**src/rtl/core/tlpc_pkg.sv**
```systemverilog
// ----------------------------------------------------------------------------
// tlpc_pkg: shared types and constants of the tetrakis lattice pixel classifier
// Field widths, register indexes, wedge and glyph codes, and payload structs.
// ----------------------------------------------------------------------------
package tlpc_pkg;

  // Widths of the screen coordinates and of the fixed-point fractions.
  localparam int SCREEN_BITS = 10;
  localparam int FRAC_BITS   = 16;

  // Derived widths.
  localparam int CELL_W   = 4;
  localparam int INV_W    = 14;
  localparam int DIFF_W   = SCREEN_BITS + 1;        // signed position minus origin
  localparam int SCALED_W = DIFF_W + CELL_W + 1;    // signed diff times cell size
  localparam int PROD_W   = SCALED_W + INV_W + 1;   // signed Q.FRAC_BITS position
  localparam int SQ_W     = SCREEN_BITS + 2;        // grid square index
  localparam int DIST_W   = FRAC_BITS + 1;          // 0 .. 1.0 in Q1.FRAC_BITS
  localparam int SIDE_W   = FRAC_BITS + 3;          // signed side distances
  localparam int CFG_IDX_W  = 3;
  localparam int CFG_DATA_W = DIST_W;

  // Register indexes of the configuration port.
  localparam logic [CFG_IDX_W-1:0] REG_ORIGIN_X     = 3'd0;
  localparam logic [CFG_IDX_W-1:0] REG_ORIGIN_Y     = 3'd1;
  localparam logic [CFG_IDX_W-1:0] REG_CELL_WIDTH   = 3'd2;
  localparam logic [CFG_IDX_W-1:0] REG_CELL_HEIGHT  = 3'd3;
  localparam logic [CFG_IDX_W-1:0] REG_INVERSE_SIZE = 3'd4;
  localparam logic [CFG_IDX_W-1:0] REG_BORDER_WIDTH = 3'd5;

  // Register reset values.
  localparam logic [SCREEN_BITS-1:0] ORIGIN_RST      = '0;
  localparam logic [CELL_W-1:0]      CELL_WIDTH_RST  = 4'd2;
  localparam logic [CELL_W-1:0]      CELL_HEIGHT_RST = 4'd4;
  localparam logic [INV_W-1:0]       INVERSE_RST     = 14'd3641;
  localparam logic [DIST_W-1:0]      BORDER_RST      = 17'd6554;

  // One and one half in Q2.FRAC_BITS, as signed side values.
  localparam logic signed [SIDE_W-1:0] ONE_Q  = SIDE_W'(1) <<< FRAC_BITS;
  localparam logic signed [SIDE_W-1:0] HALF_Q = SIDE_W'(1) <<< (FRAC_BITS - 1);

  typedef enum logic [1:0] {
    WEDGE_N = 2'd0,
    WEDGE_E = 2'd1,
    WEDGE_S = 2'd2,
    WEDGE_W = 2'd3
  } wedge_e;

  typedef enum logic [1:0] {
    GLYPH_SLASH      = 2'd0,
    GLYPH_BACKSLASH  = 2'd1,
    GLYPH_UNDERSCORE = 2'd2,
    GLYPH_BAR        = 2'd3
  } glyph_e;

  typedef struct packed {
    logic [SCREEN_BITS-1:0] screen_col;
    logic [SCREEN_BITS-1:0] screen_row;
  } pix_in_t;

  typedef struct packed {
    logic signed [SQ_W-1:0] square_col;
    logic signed [SQ_W-1:0] square_row;
    wedge_e                 wedge;
    glyph_e                 glyph_code;
    logic [DIST_W-1:0]      edge_distance;
    logic                   on_edge;
  } pix_out_t;

endpackage

```
**src/rtl/core/tetrakis_lattice_pixel_classifier.sv**
```systemverilog
// ----------------------------------------------------------------------------
// tetrakis_lattice_pixel_classifier: tetrakis square grid pixel classifier
// Maps a screen character position to its grid square, wedge and nearest
// wedge side, with the distance to that side and an on-edge flag.
// ----------------------------------------------------------------------------
// Usage:
//   A pixel transfer takes place at a rising edge with start high and busy
//   low. busy is always low: the pipeline takes one pixel in every cycle.
//   The result appears on out_o with done_o high for exactly one cycle,
//   after the register stages below; results leave in the order the
//   pixels came in. The receiver cannot stall, so no result waits.
//   A pixel passes four register stages: offset times cell size, times
//   the reciprocal square size, wedge and side distances, nearest side.
//   Throughput is one pixel per clock.
//   Configuration registers are written through cfg_we_i, cfg_idx_i and
//   cfg_wdata_i (low bits used); writes to unknown indexes are ignored.
//   Registers should change only while no pixel is in the pipeline.
//   Reset empties the pipeline and loads the register defaults: origin 0,0,
//   cell 2 by 4, square size 18 sub-pixels, border 0.10 of a square.
// ----------------------------------------------------------------------------
module tetrakis_lattice_pixel_classifier import tlpc_pkg::*; (
  input  logic                  clk_i,
  input  logic                  rst_ni,
  input  logic                  start,
  output logic                  busy,
  input  pix_in_t               in_i,
  output logic                  done_o,
  output pix_out_t              out_o,
  input  logic                  cfg_we_i,
  input  logic [CFG_IDX_W-1:0]  cfg_idx_i,
  input  logic [CFG_DATA_W-1:0] cfg_wdata_i
);

  // Configuration registers.
  logic [SCREEN_BITS-1:0] origin_x_q, origin_y_q;
  logic [CELL_W-1:0]      cell_width_q, cell_height_q;
  logic [INV_W-1:0]       inverse_q;
  logic [DIST_W-1:0]      border_q;

  always_ff @(posedge clk_i or negedge rst_ni) begin
    if (!rst_ni) begin
      origin_x_q    <= ORIGIN_RST;
      origin_y_q    <= ORIGIN_RST;
      cell_width_q  <= CELL_WIDTH_RST;
      cell_height_q <= CELL_HEIGHT_RST;
      inverse_q     <= INVERSE_RST;
      border_q      <= BORDER_RST;
    end else if (cfg_we_i) begin
      case (cfg_idx_i)
        REG_ORIGIN_X:     origin_x_q    <= cfg_wdata_i[SCREEN_BITS-1:0];
        REG_ORIGIN_Y:     origin_y_q    <= cfg_wdata_i[SCREEN_BITS-1:0];
        REG_CELL_WIDTH:   cell_width_q  <= cfg_wdata_i[CELL_W-1:0];
        REG_CELL_HEIGHT:  cell_height_q <= cfg_wdata_i[CELL_W-1:0];
        REG_INVERSE_SIZE: inverse_q     <= cfg_wdata_i[INV_W-1:0];
        REG_BORDER_WIDTH: border_q      <= cfg_wdata_i[DIST_W-1:0];
        default: ;
      endcase
    end
  end

  // Valid bits travel alongside the four stages.
  logic       accept;
  logic [2:0] vld_q;
  logic       done_q;

  assign busy   = 1'b0;
  assign accept = start && !busy;

  always_ff @(posedge clk_i or negedge rst_ni) begin
    if (!rst_ni) begin
      vld_q  <= '0;
      done_q <= 1'b0;
    end else begin
      vld_q  <= {vld_q[1:0], accept};
      done_q <= vld_q[2];
    end
  end

  // Stages one and two: scaled positions of both axes.
  logic signed [PROD_W-1:0] pos_x, pos_y;

  tlpc_axis u_axis_x (
    .clk_i     (clk_i),
    .pos_i     (in_i.screen_col),
    .origin_i  (origin_x_q),
    .cell_i    (cell_width_q),
    .inverse_i (inverse_q),
    .scaled_o  (pos_x)
  );

  tlpc_axis u_axis_y (
    .clk_i     (clk_i),
    .pos_i     (in_i.screen_row),
    .origin_i  (origin_y_q),
    .cell_i    (cell_height_q),
    .inverse_i (inverse_q),
    .scaled_o  (pos_y)
  );

  // Stage three: square index, wedge and the wedge's three side distances.
  logic signed [SIDE_W-1:0] fa, fb, dx, dy, adx, ady;
  logic signed [SIDE_W-1:0] s_nw, s_ab, s_ba, s_ne;
  logic signed [SQ_W-1:0]   col_d, row_d, col_q, row_q;
  wedge_e                   wedge_d, wedge_q;
  logic signed [SIDE_W-1:0] l1_d, l2_d, l3_d, l1_q, l2_q, l3_q;
  glyph_e                   g1_d, g2_d, g3_d, g1_q, g2_q, g3_q;

  always_comb begin
    col_d = pos_x[FRAC_BITS +: SQ_W];
    row_d = pos_y[FRAC_BITS +: SQ_W];
    fa    = $signed({3'b000, pos_x[FRAC_BITS-1:0]});
    fb    = $signed({3'b000, pos_y[FRAC_BITS-1:0]});
    dx    = fa - HALF_Q;
    dy    = fb - HALF_Q;
    adx   = dx[SIDE_W-1] ? -dx : dx;
    ady   = dy[SIDE_W-1] ? -dy : dy;
    if (adx > ady) begin
      wedge_d = (dx > 0) ? WEDGE_E : WEDGE_W;
    end else begin
      wedge_d = (dy > 0) ? WEDGE_S : WEDGE_N;
    end
    // The diagonal sides are shared among the wedges.
    s_nw = ONE_Q - fa - fb;
    s_ab = fa - fb;
    s_ba = fb - fa;
    s_ne = fa + fb - ONE_Q;
    case (wedge_d)
      WEDGE_N: begin
        l1_d = s_nw;           g1_d = GLYPH_SLASH;
        l2_d = s_ab;           g2_d = GLYPH_BACKSLASH;
        l3_d = fb <<< 1;       g3_d = GLYPH_UNDERSCORE;
      end
      WEDGE_E: begin
        l1_d = s_ab;                 g1_d = GLYPH_BACKSLASH;
        l2_d = s_ne;                 g2_d = GLYPH_SLASH;
        l3_d = (ONE_Q - fa) <<< 1;   g3_d = GLYPH_BAR;
      end
      WEDGE_S: begin
        l1_d = s_ba;                 g1_d = GLYPH_BACKSLASH;
        l2_d = s_ne;                 g2_d = GLYPH_SLASH;
        l3_d = (ONE_Q - fb) <<< 1;   g3_d = GLYPH_UNDERSCORE;
      end
      default: begin
        l1_d = s_nw;           g1_d = GLYPH_BACKSLASH;
        l2_d = s_ba;           g2_d = GLYPH_SLASH;
        l3_d = fa <<< 1;       g3_d = GLYPH_BAR;
      end
    endcase
  end

  always_ff @(posedge clk_i) begin
    col_q   <= col_d;
    row_q   <= row_d;
    wedge_q <= wedge_d;
    l1_q    <= l1_d;
    l2_q    <= l2_d;
    l3_q    <= l3_d;
    g1_q    <= g1_d;
    g2_q    <= g2_d;
    g3_q    <= g3_d;
  end

  // Stage four: nearest side (ties keep the earlier side), clamp, border test.
  logic signed [SIDE_W-1:0] min_dist;
  glyph_e                   min_glyph;
  logic [DIST_W-1:0]        edge_dist;
  pix_out_t                 out_d, out_q;

  always_comb begin
    min_dist  = l1_q;
    min_glyph = g1_q;
    if (l2_q < min_dist) begin
      min_dist  = l2_q;
      min_glyph = g2_q;
    end
    if (l3_q < min_dist) begin
      min_dist  = l3_q;
      min_glyph = g3_q;
    end
    if (min_dist[SIDE_W-1]) begin
      edge_dist = '0;
    end else if (min_dist > ONE_Q) begin
      edge_dist = DIST_W'(ONE_Q);
    end else begin
      edge_dist = min_dist[DIST_W-1:0];
    end
    out_d.square_col    = col_q;
    out_d.square_row    = row_q;
    out_d.wedge         = wedge_q;
    out_d.glyph_code    = min_glyph;
    out_d.edge_distance = edge_dist;
    out_d.on_edge       = (edge_dist < border_q);
  end

  always_ff @(posedge clk_i) begin
    out_q <= out_d;
  end

  assign done_o = done_q;
  assign out_o  = out_q;

  // A result comes out only after a matching pixel transfer.
  a_latency: assert property (@(posedge clk_i) disable iff (!rst_ni)
    done_o |-> $past(accept, 4))
    else $error("result without a matching pixel transfer");

  // Every pixel transfer yields a result.
  a_no_loss: assert property (@(posedge clk_i) disable iff (!rst_ni)
    accept |-> ##4 done_o)
    else $error("pixel transfer lost in the pipeline");

  // The distance never exceeds one square.
  a_dist_bound: assert property (@(posedge clk_i) disable iff (!rst_ni)
    done_o |-> (out_o.edge_distance <= DIST_W'(ONE_Q)))
    else $error("edge distance beyond one square");

  // North and south wedges have no vertical side; east and west no floor.
  a_glyph_wedge: assert property (@(posedge clk_i) disable iff (!rst_ni)
    done_o |-> (((out_o.wedge == WEDGE_N || out_o.wedge == WEDGE_S)
                 && out_o.glyph_code != GLYPH_BAR)
             || ((out_o.wedge == WEDGE_E || out_o.wedge == WEDGE_W)
                 && out_o.glyph_code != GLYPH_UNDERSCORE)))
    else $error("glyph does not belong to the wedge");

endmodule

```
**src/rtl/core/tlpc_axis.sv**
```systemverilog
// ----------------------------------------------------------------------------
// tlpc_axis: two-stage scaler for one screen axis
// Subtracts the origin, multiplies by the cell size, registers, then
// multiplies by the reciprocal square size into a signed Q.FRAC_BITS value.
// ----------------------------------------------------------------------------
module tlpc_axis import tlpc_pkg::*; (
  input  logic                     clk_i,
  input  logic [SCREEN_BITS-1:0]   pos_i,
  input  logic [SCREEN_BITS-1:0]   origin_i,
  input  logic [CELL_W-1:0]        cell_i,
  input  logic [INV_W-1:0]         inverse_i,
  output logic signed [PROD_W-1:0] scaled_o
);

  logic signed [DIFF_W-1:0]   diff;
  logic signed [SCALED_W-1:0] cell_prod_d, cell_prod_q;
  logic signed [PROD_W-1:0]   scaled_d, scaled_q;

  // First stage: signed offset from the origin times the cell size.
  always_comb begin
    diff        = $signed({1'b0, pos_i}) - $signed({1'b0, origin_i});
    cell_prod_d = SCALED_W'(diff * $signed({1'b0, cell_i}));
  end

  always_ff @(posedge clk_i) begin
    cell_prod_q <= cell_prod_d;
  end

  // Second stage: multiply by the reciprocal of the square size.
  always_comb begin
    scaled_d = PROD_W'(cell_prod_q * $signed({1'b0, inverse_i}));
  end

  always_ff @(posedge clk_i) begin
    scaled_q <= scaled_d;
  end

  assign scaled_o = scaled_q;

endmodule

```
**config.mk**
```make
export PLATFORM = sky130hd
export DESIGN_NAME = tetrakis_lattice_pixel_classifier
export DESIGN_NICKNAME = d
export VERILOG_FILES = /design/src/rtl/core/tlpc_pkg.sv /design/src/rtl/core/tetrakis_lattice_pixel_classifier.sv /design/src/rtl/core/tlpc_axis.sv
export SDC_FILE = /design/constraint.sdc
export NUM_CORES = 2
export LEC_CHECK = 0
export ABC_AREA = 1
export BUFFER_PORTS_ARGS = -buffer_cell sky130_fd_sc_hd__buf_2
export CAP_MARGIN = 20
export CORE_MARGIN = 2
export CORE_UTILIZATION = 30
export DETAILED_ROUTE_END_ITERATION = 16
export GPL_ROUTABILITY_DRIVEN = 0
export SLEW_MARGIN = 20
export SYNTH_ARGS = -nofsm -noshare
export SYNTH_HDL_FRONTEND = slang
export SYNTH_SLANG_ARGS = --single-unit
```
**constraint.sdc**
```tcl
create_clock -name clk_i -period 5.6 [get_ports clk_i]
set_input_delay 0.28 -clock clk_i [delete_from_list [all_inputs] [get_ports clk_i]]
set_output_delay 0.28 -clock clk_i [all_outputs]
set_load 0.01 [all_outputs]
```
==> impl_results.md <==
* Status: finished, violations left
* Antenna Nets Post-Route at 0
* Die height at 339 µm
* Largest net degree at the start of global routing at 64
* Filler cell count at 11,400
* Site Rows at 122
* Clock slew at reported path FFs at 0.06 ns
* Max-slew headroom at 30.3%
* Endpoints failing setup at 11
* Max-cap violations at 0
* Wl on met1 at 42,800 µm
* GRT Util Overall at 16.5%
* Critical Path Sink Type: register
* Worst R2R End: u_axis_y.scaled_o[27]$_DFF_P_
* Slew Limit Fails at 0
* Fin Clk Skew at 0.0501 ns
* Post-synth EDFFs at 0
* WL/cell at 15.4 µm
* Number of synthesized register bits at 278
* Sequential share of the synthesized area at 17.5%
* Worst Reg-to-Reg Cells at 21
* Most frequent cells in the layout: inv_1 (977), nand2_1 (906), fa_1 (433)
* Least-Margin Pin Slew at 1.04 ns
* Initial Util at 30.4%
* DR WL met2 at 44,900 µm
* CP Data Arrival Time at 6.11 ns
* Violated checks: setup timing
* Number of global-route vias before repair at 28,800
* Total gr overflow at 0
* Reg-to-reg startpoint: inverse_q[5]$_DFFE_PN1P_
* DRT Pass-1 Iters at 6
* Kind of critical path: reg2reg
* Crit-path max FO at 8
* Min-delay src: cfg_wdata_i[13]
* DRC errors left at 0
* Max layer used: met4
* Fmax achieved at 0.176 GHz
* Antenna violations before repair at 3
* Horiz. Die Dim at 339 µm
* Fin crit share at 101%
* Die area at 115,000 µm²
* Worst-Skew Late Latency at 0.60 ns
* Drt total wl at 95,000 µm
* Clk buf depth at 3
* Post-DP HPWL at 76,000 µm
* Setup ws final at -0.0756 ns
* Post-Layout Cell Count at 6,166
* Port bufs at 90
* Warnings, synthesis at 0
* Worst Hold End: inverse_q[13]$_DFFE_PN0P_
* IO Pins at 92
* First-pass GRT wire length at 153,000 µm
* Commonest non-fill, non-tap cell in the layout: inv_1
* Num CTS Buffers at 37
* Met3 routed WL at 4570 µm
* Setup crit start kind: register
* Post-Syn Instances at 4,262
* Unrepaired setup endpoints after global routing: yes
* Async S/R FF share, synth at 22.7%
* Reg2Reg Setup Slack at -0.08 ns
* Hold depth at 3
* Final Cell Area at 41,600 µm²
* CTS tree: built
* Main synth FF type: dfxtp_1
* Num Clock Sinks at 278
* Starting DRC count in detailed routing at 1,917
* Fraction of layout cells with a size suffix above 1 at 19.0%
* Unique cell type count in the Yosys netlist at 54
* Final nets at 5,499
* Core area at 111,000 µm²
* Post-route minimum period at 5.68 ns
* Final hold violation count at 0
* Crit path required time at 6.03 ns
* H-tree levels at 2
* Vias at 28,100
* Synthesis-to-finish area growth at 23.5%
* Placed cells at 6,023
* Post-placement cell area at 38,000 µm²
* Vias per cell at 4.56
* Syn Std Cell Area at 33,700 µm²
* Synthesized area per cell at 7.90 µm²
* Clock Root Buffer: clkbuf_16
* Hold WC Path Type: in2reg
[area by class of cell]
type	instances	area (µm²)	share of cell area (%)
Inverter	1036	3900	9.37
Clock inverter	20	318	0.764
Timing Repair Buffer	474	3790	9.12
Sequential cell	278	5930	14.3
Multi-Input combinational cell	2821	24800	59.7
Tap cell	1488	1860	4.47
Clock buffer	48	977	2.35
Antenna cell	1	2.50	0.00601
[sequential cells by signal (all words and copies together) (netlist names), 10 cells and up]
register              flops
u_axis_y.scaled_o        28
l2_q                     17
u_axis_x.scaled_o        28
u_axis_x.cell_prod_q     16
out_o                    46
inverse_q                14
l3_q                     17
origin_y_q               10
l1_q                     19
origin_x_q               10
u_axis_y.cell_prod_q     16
row_q                    12
border_q                 17
col_q                    12
[synthesized netlist by cell type (all sizes together) (7+ instances only)]
cell,count,area [µm²]
a21o,7,52.6
a21oi,200,1000
a31oi,12,75.1
buf,22,148
clkbuf,111,417
dfrtp,47,1180
dfstp,16,420
dfxtp,215,4300
fa,454,9090
ha,353,4420
inv,1030,3870
nand2,974,3700
nand3,86,450
nand3b,7,52.6
nand4,10,62.6
nor2,203,865
nor3,17,90.1
nor4,7,43.8
o2111ai,9,78.8
o211ai,28,210
o21ai,177,886
o21bai,12,90.1
o221ai,14,123
or2,18,113
xnor2,67,587
xor2,120,1050
[layer usage]
metal | global-route usage [%] | vias to the layer above
met5 | 0 | -
met4 | 4.77 | 0
met3 | 2.08 | 151
met2 | 27.9 | 681
met1 | 22.0 | 13700
li1 | - | 13600
[logic make-up after synthesis]
kind of cell	Yosys count	share of synthesized area (%)
simple gates	1325	16.0
buf+inv	1169	13.2
fa+ha+maj	807	40.1
compound gates	494	8.27
flops	278	17.5
xor+xnor	187	4.86
other cells	2	0.0223
[through the flow]
stage / setup slack, ns / utilization, % / setup TNS, ns / hold slack, ns
floorplan: -0.0207 / - / -0.0207 / -0.0156
global placement: -0.308 / 34.3 / -1.39 / 0.312
detailed placement: -0.322 / 34.3 / -2.16 / 0.312
CTS: -0.0253 / 36.2 / -0.0985 / 0.00212
global route: -0.491 / 37.5 / -3.75 / 0.0642
finish: -0.0756 / 37.5 / -0.523 / 0.0375
[worst max-delay path: stages (launching register included)]
cell     delay, ns
dfstp_4       0.71
buf_12        0.16
buf_6         0.11
nand2_4       0.04
inv_2         0.05
fa_2          0.45
fa_2          0.53
buf_4         0.17
fa_1          0.49
inv_1         0.05
fa_1          0.55
fa_1          0.43
fa_1          0.51
inv_1         0.04
ha_1          0.28
inv_1         0.07
buf_4         0.15
o31ai_2       0.34
a21oi_2       0.08
o21ai_1       0.11
a21oi_2       0.06
xnor2_1       0.12
[worst max path at each step]
stage                                  start                       endpoint  slack (ns)  cells after the start
floorplan           inverse_q[4]$_DFFE_PN1P_  u_axis_y.scaled_o[25]$_DFF_P_       -0.02                     24
global route                l1_q[11]$_DFF_P_               out_o[0]$_DFF_P_       -0.49                     47
finish              inverse_q[5]$_DFFE_PN1P_  u_axis_y.scaled_o[27]$_DFF_P_       -0.08                     21
global placement    inverse_q[0]$_DFFE_PN1P_  u_axis_y.scaled_o[27]$_DFF_P_       -0.31                     19
CTS                 inverse_q[5]$_DFFE_PN1P_  u_axis_y.scaled_o[22]$_DFF_P_       -0.03                     21
detailed placement  inverse_q[0]$_DFFE_PN1P_  u_axis_y.scaled_o[27]$_DFF_P_       -0.32                     19
[repair_timing]
item,CTS,global route
hold endpoints to repair,52,0
hold buffers,6,0
resized for setup,105,285
endpoints found under the setup margin,15,26
gates cloned,2,2
pin swaps,69,222
setup buffers,29,41
Power is not shown: default switching activity piles up to over one toggle a cycle in this logic, so the estimate is an artifact.
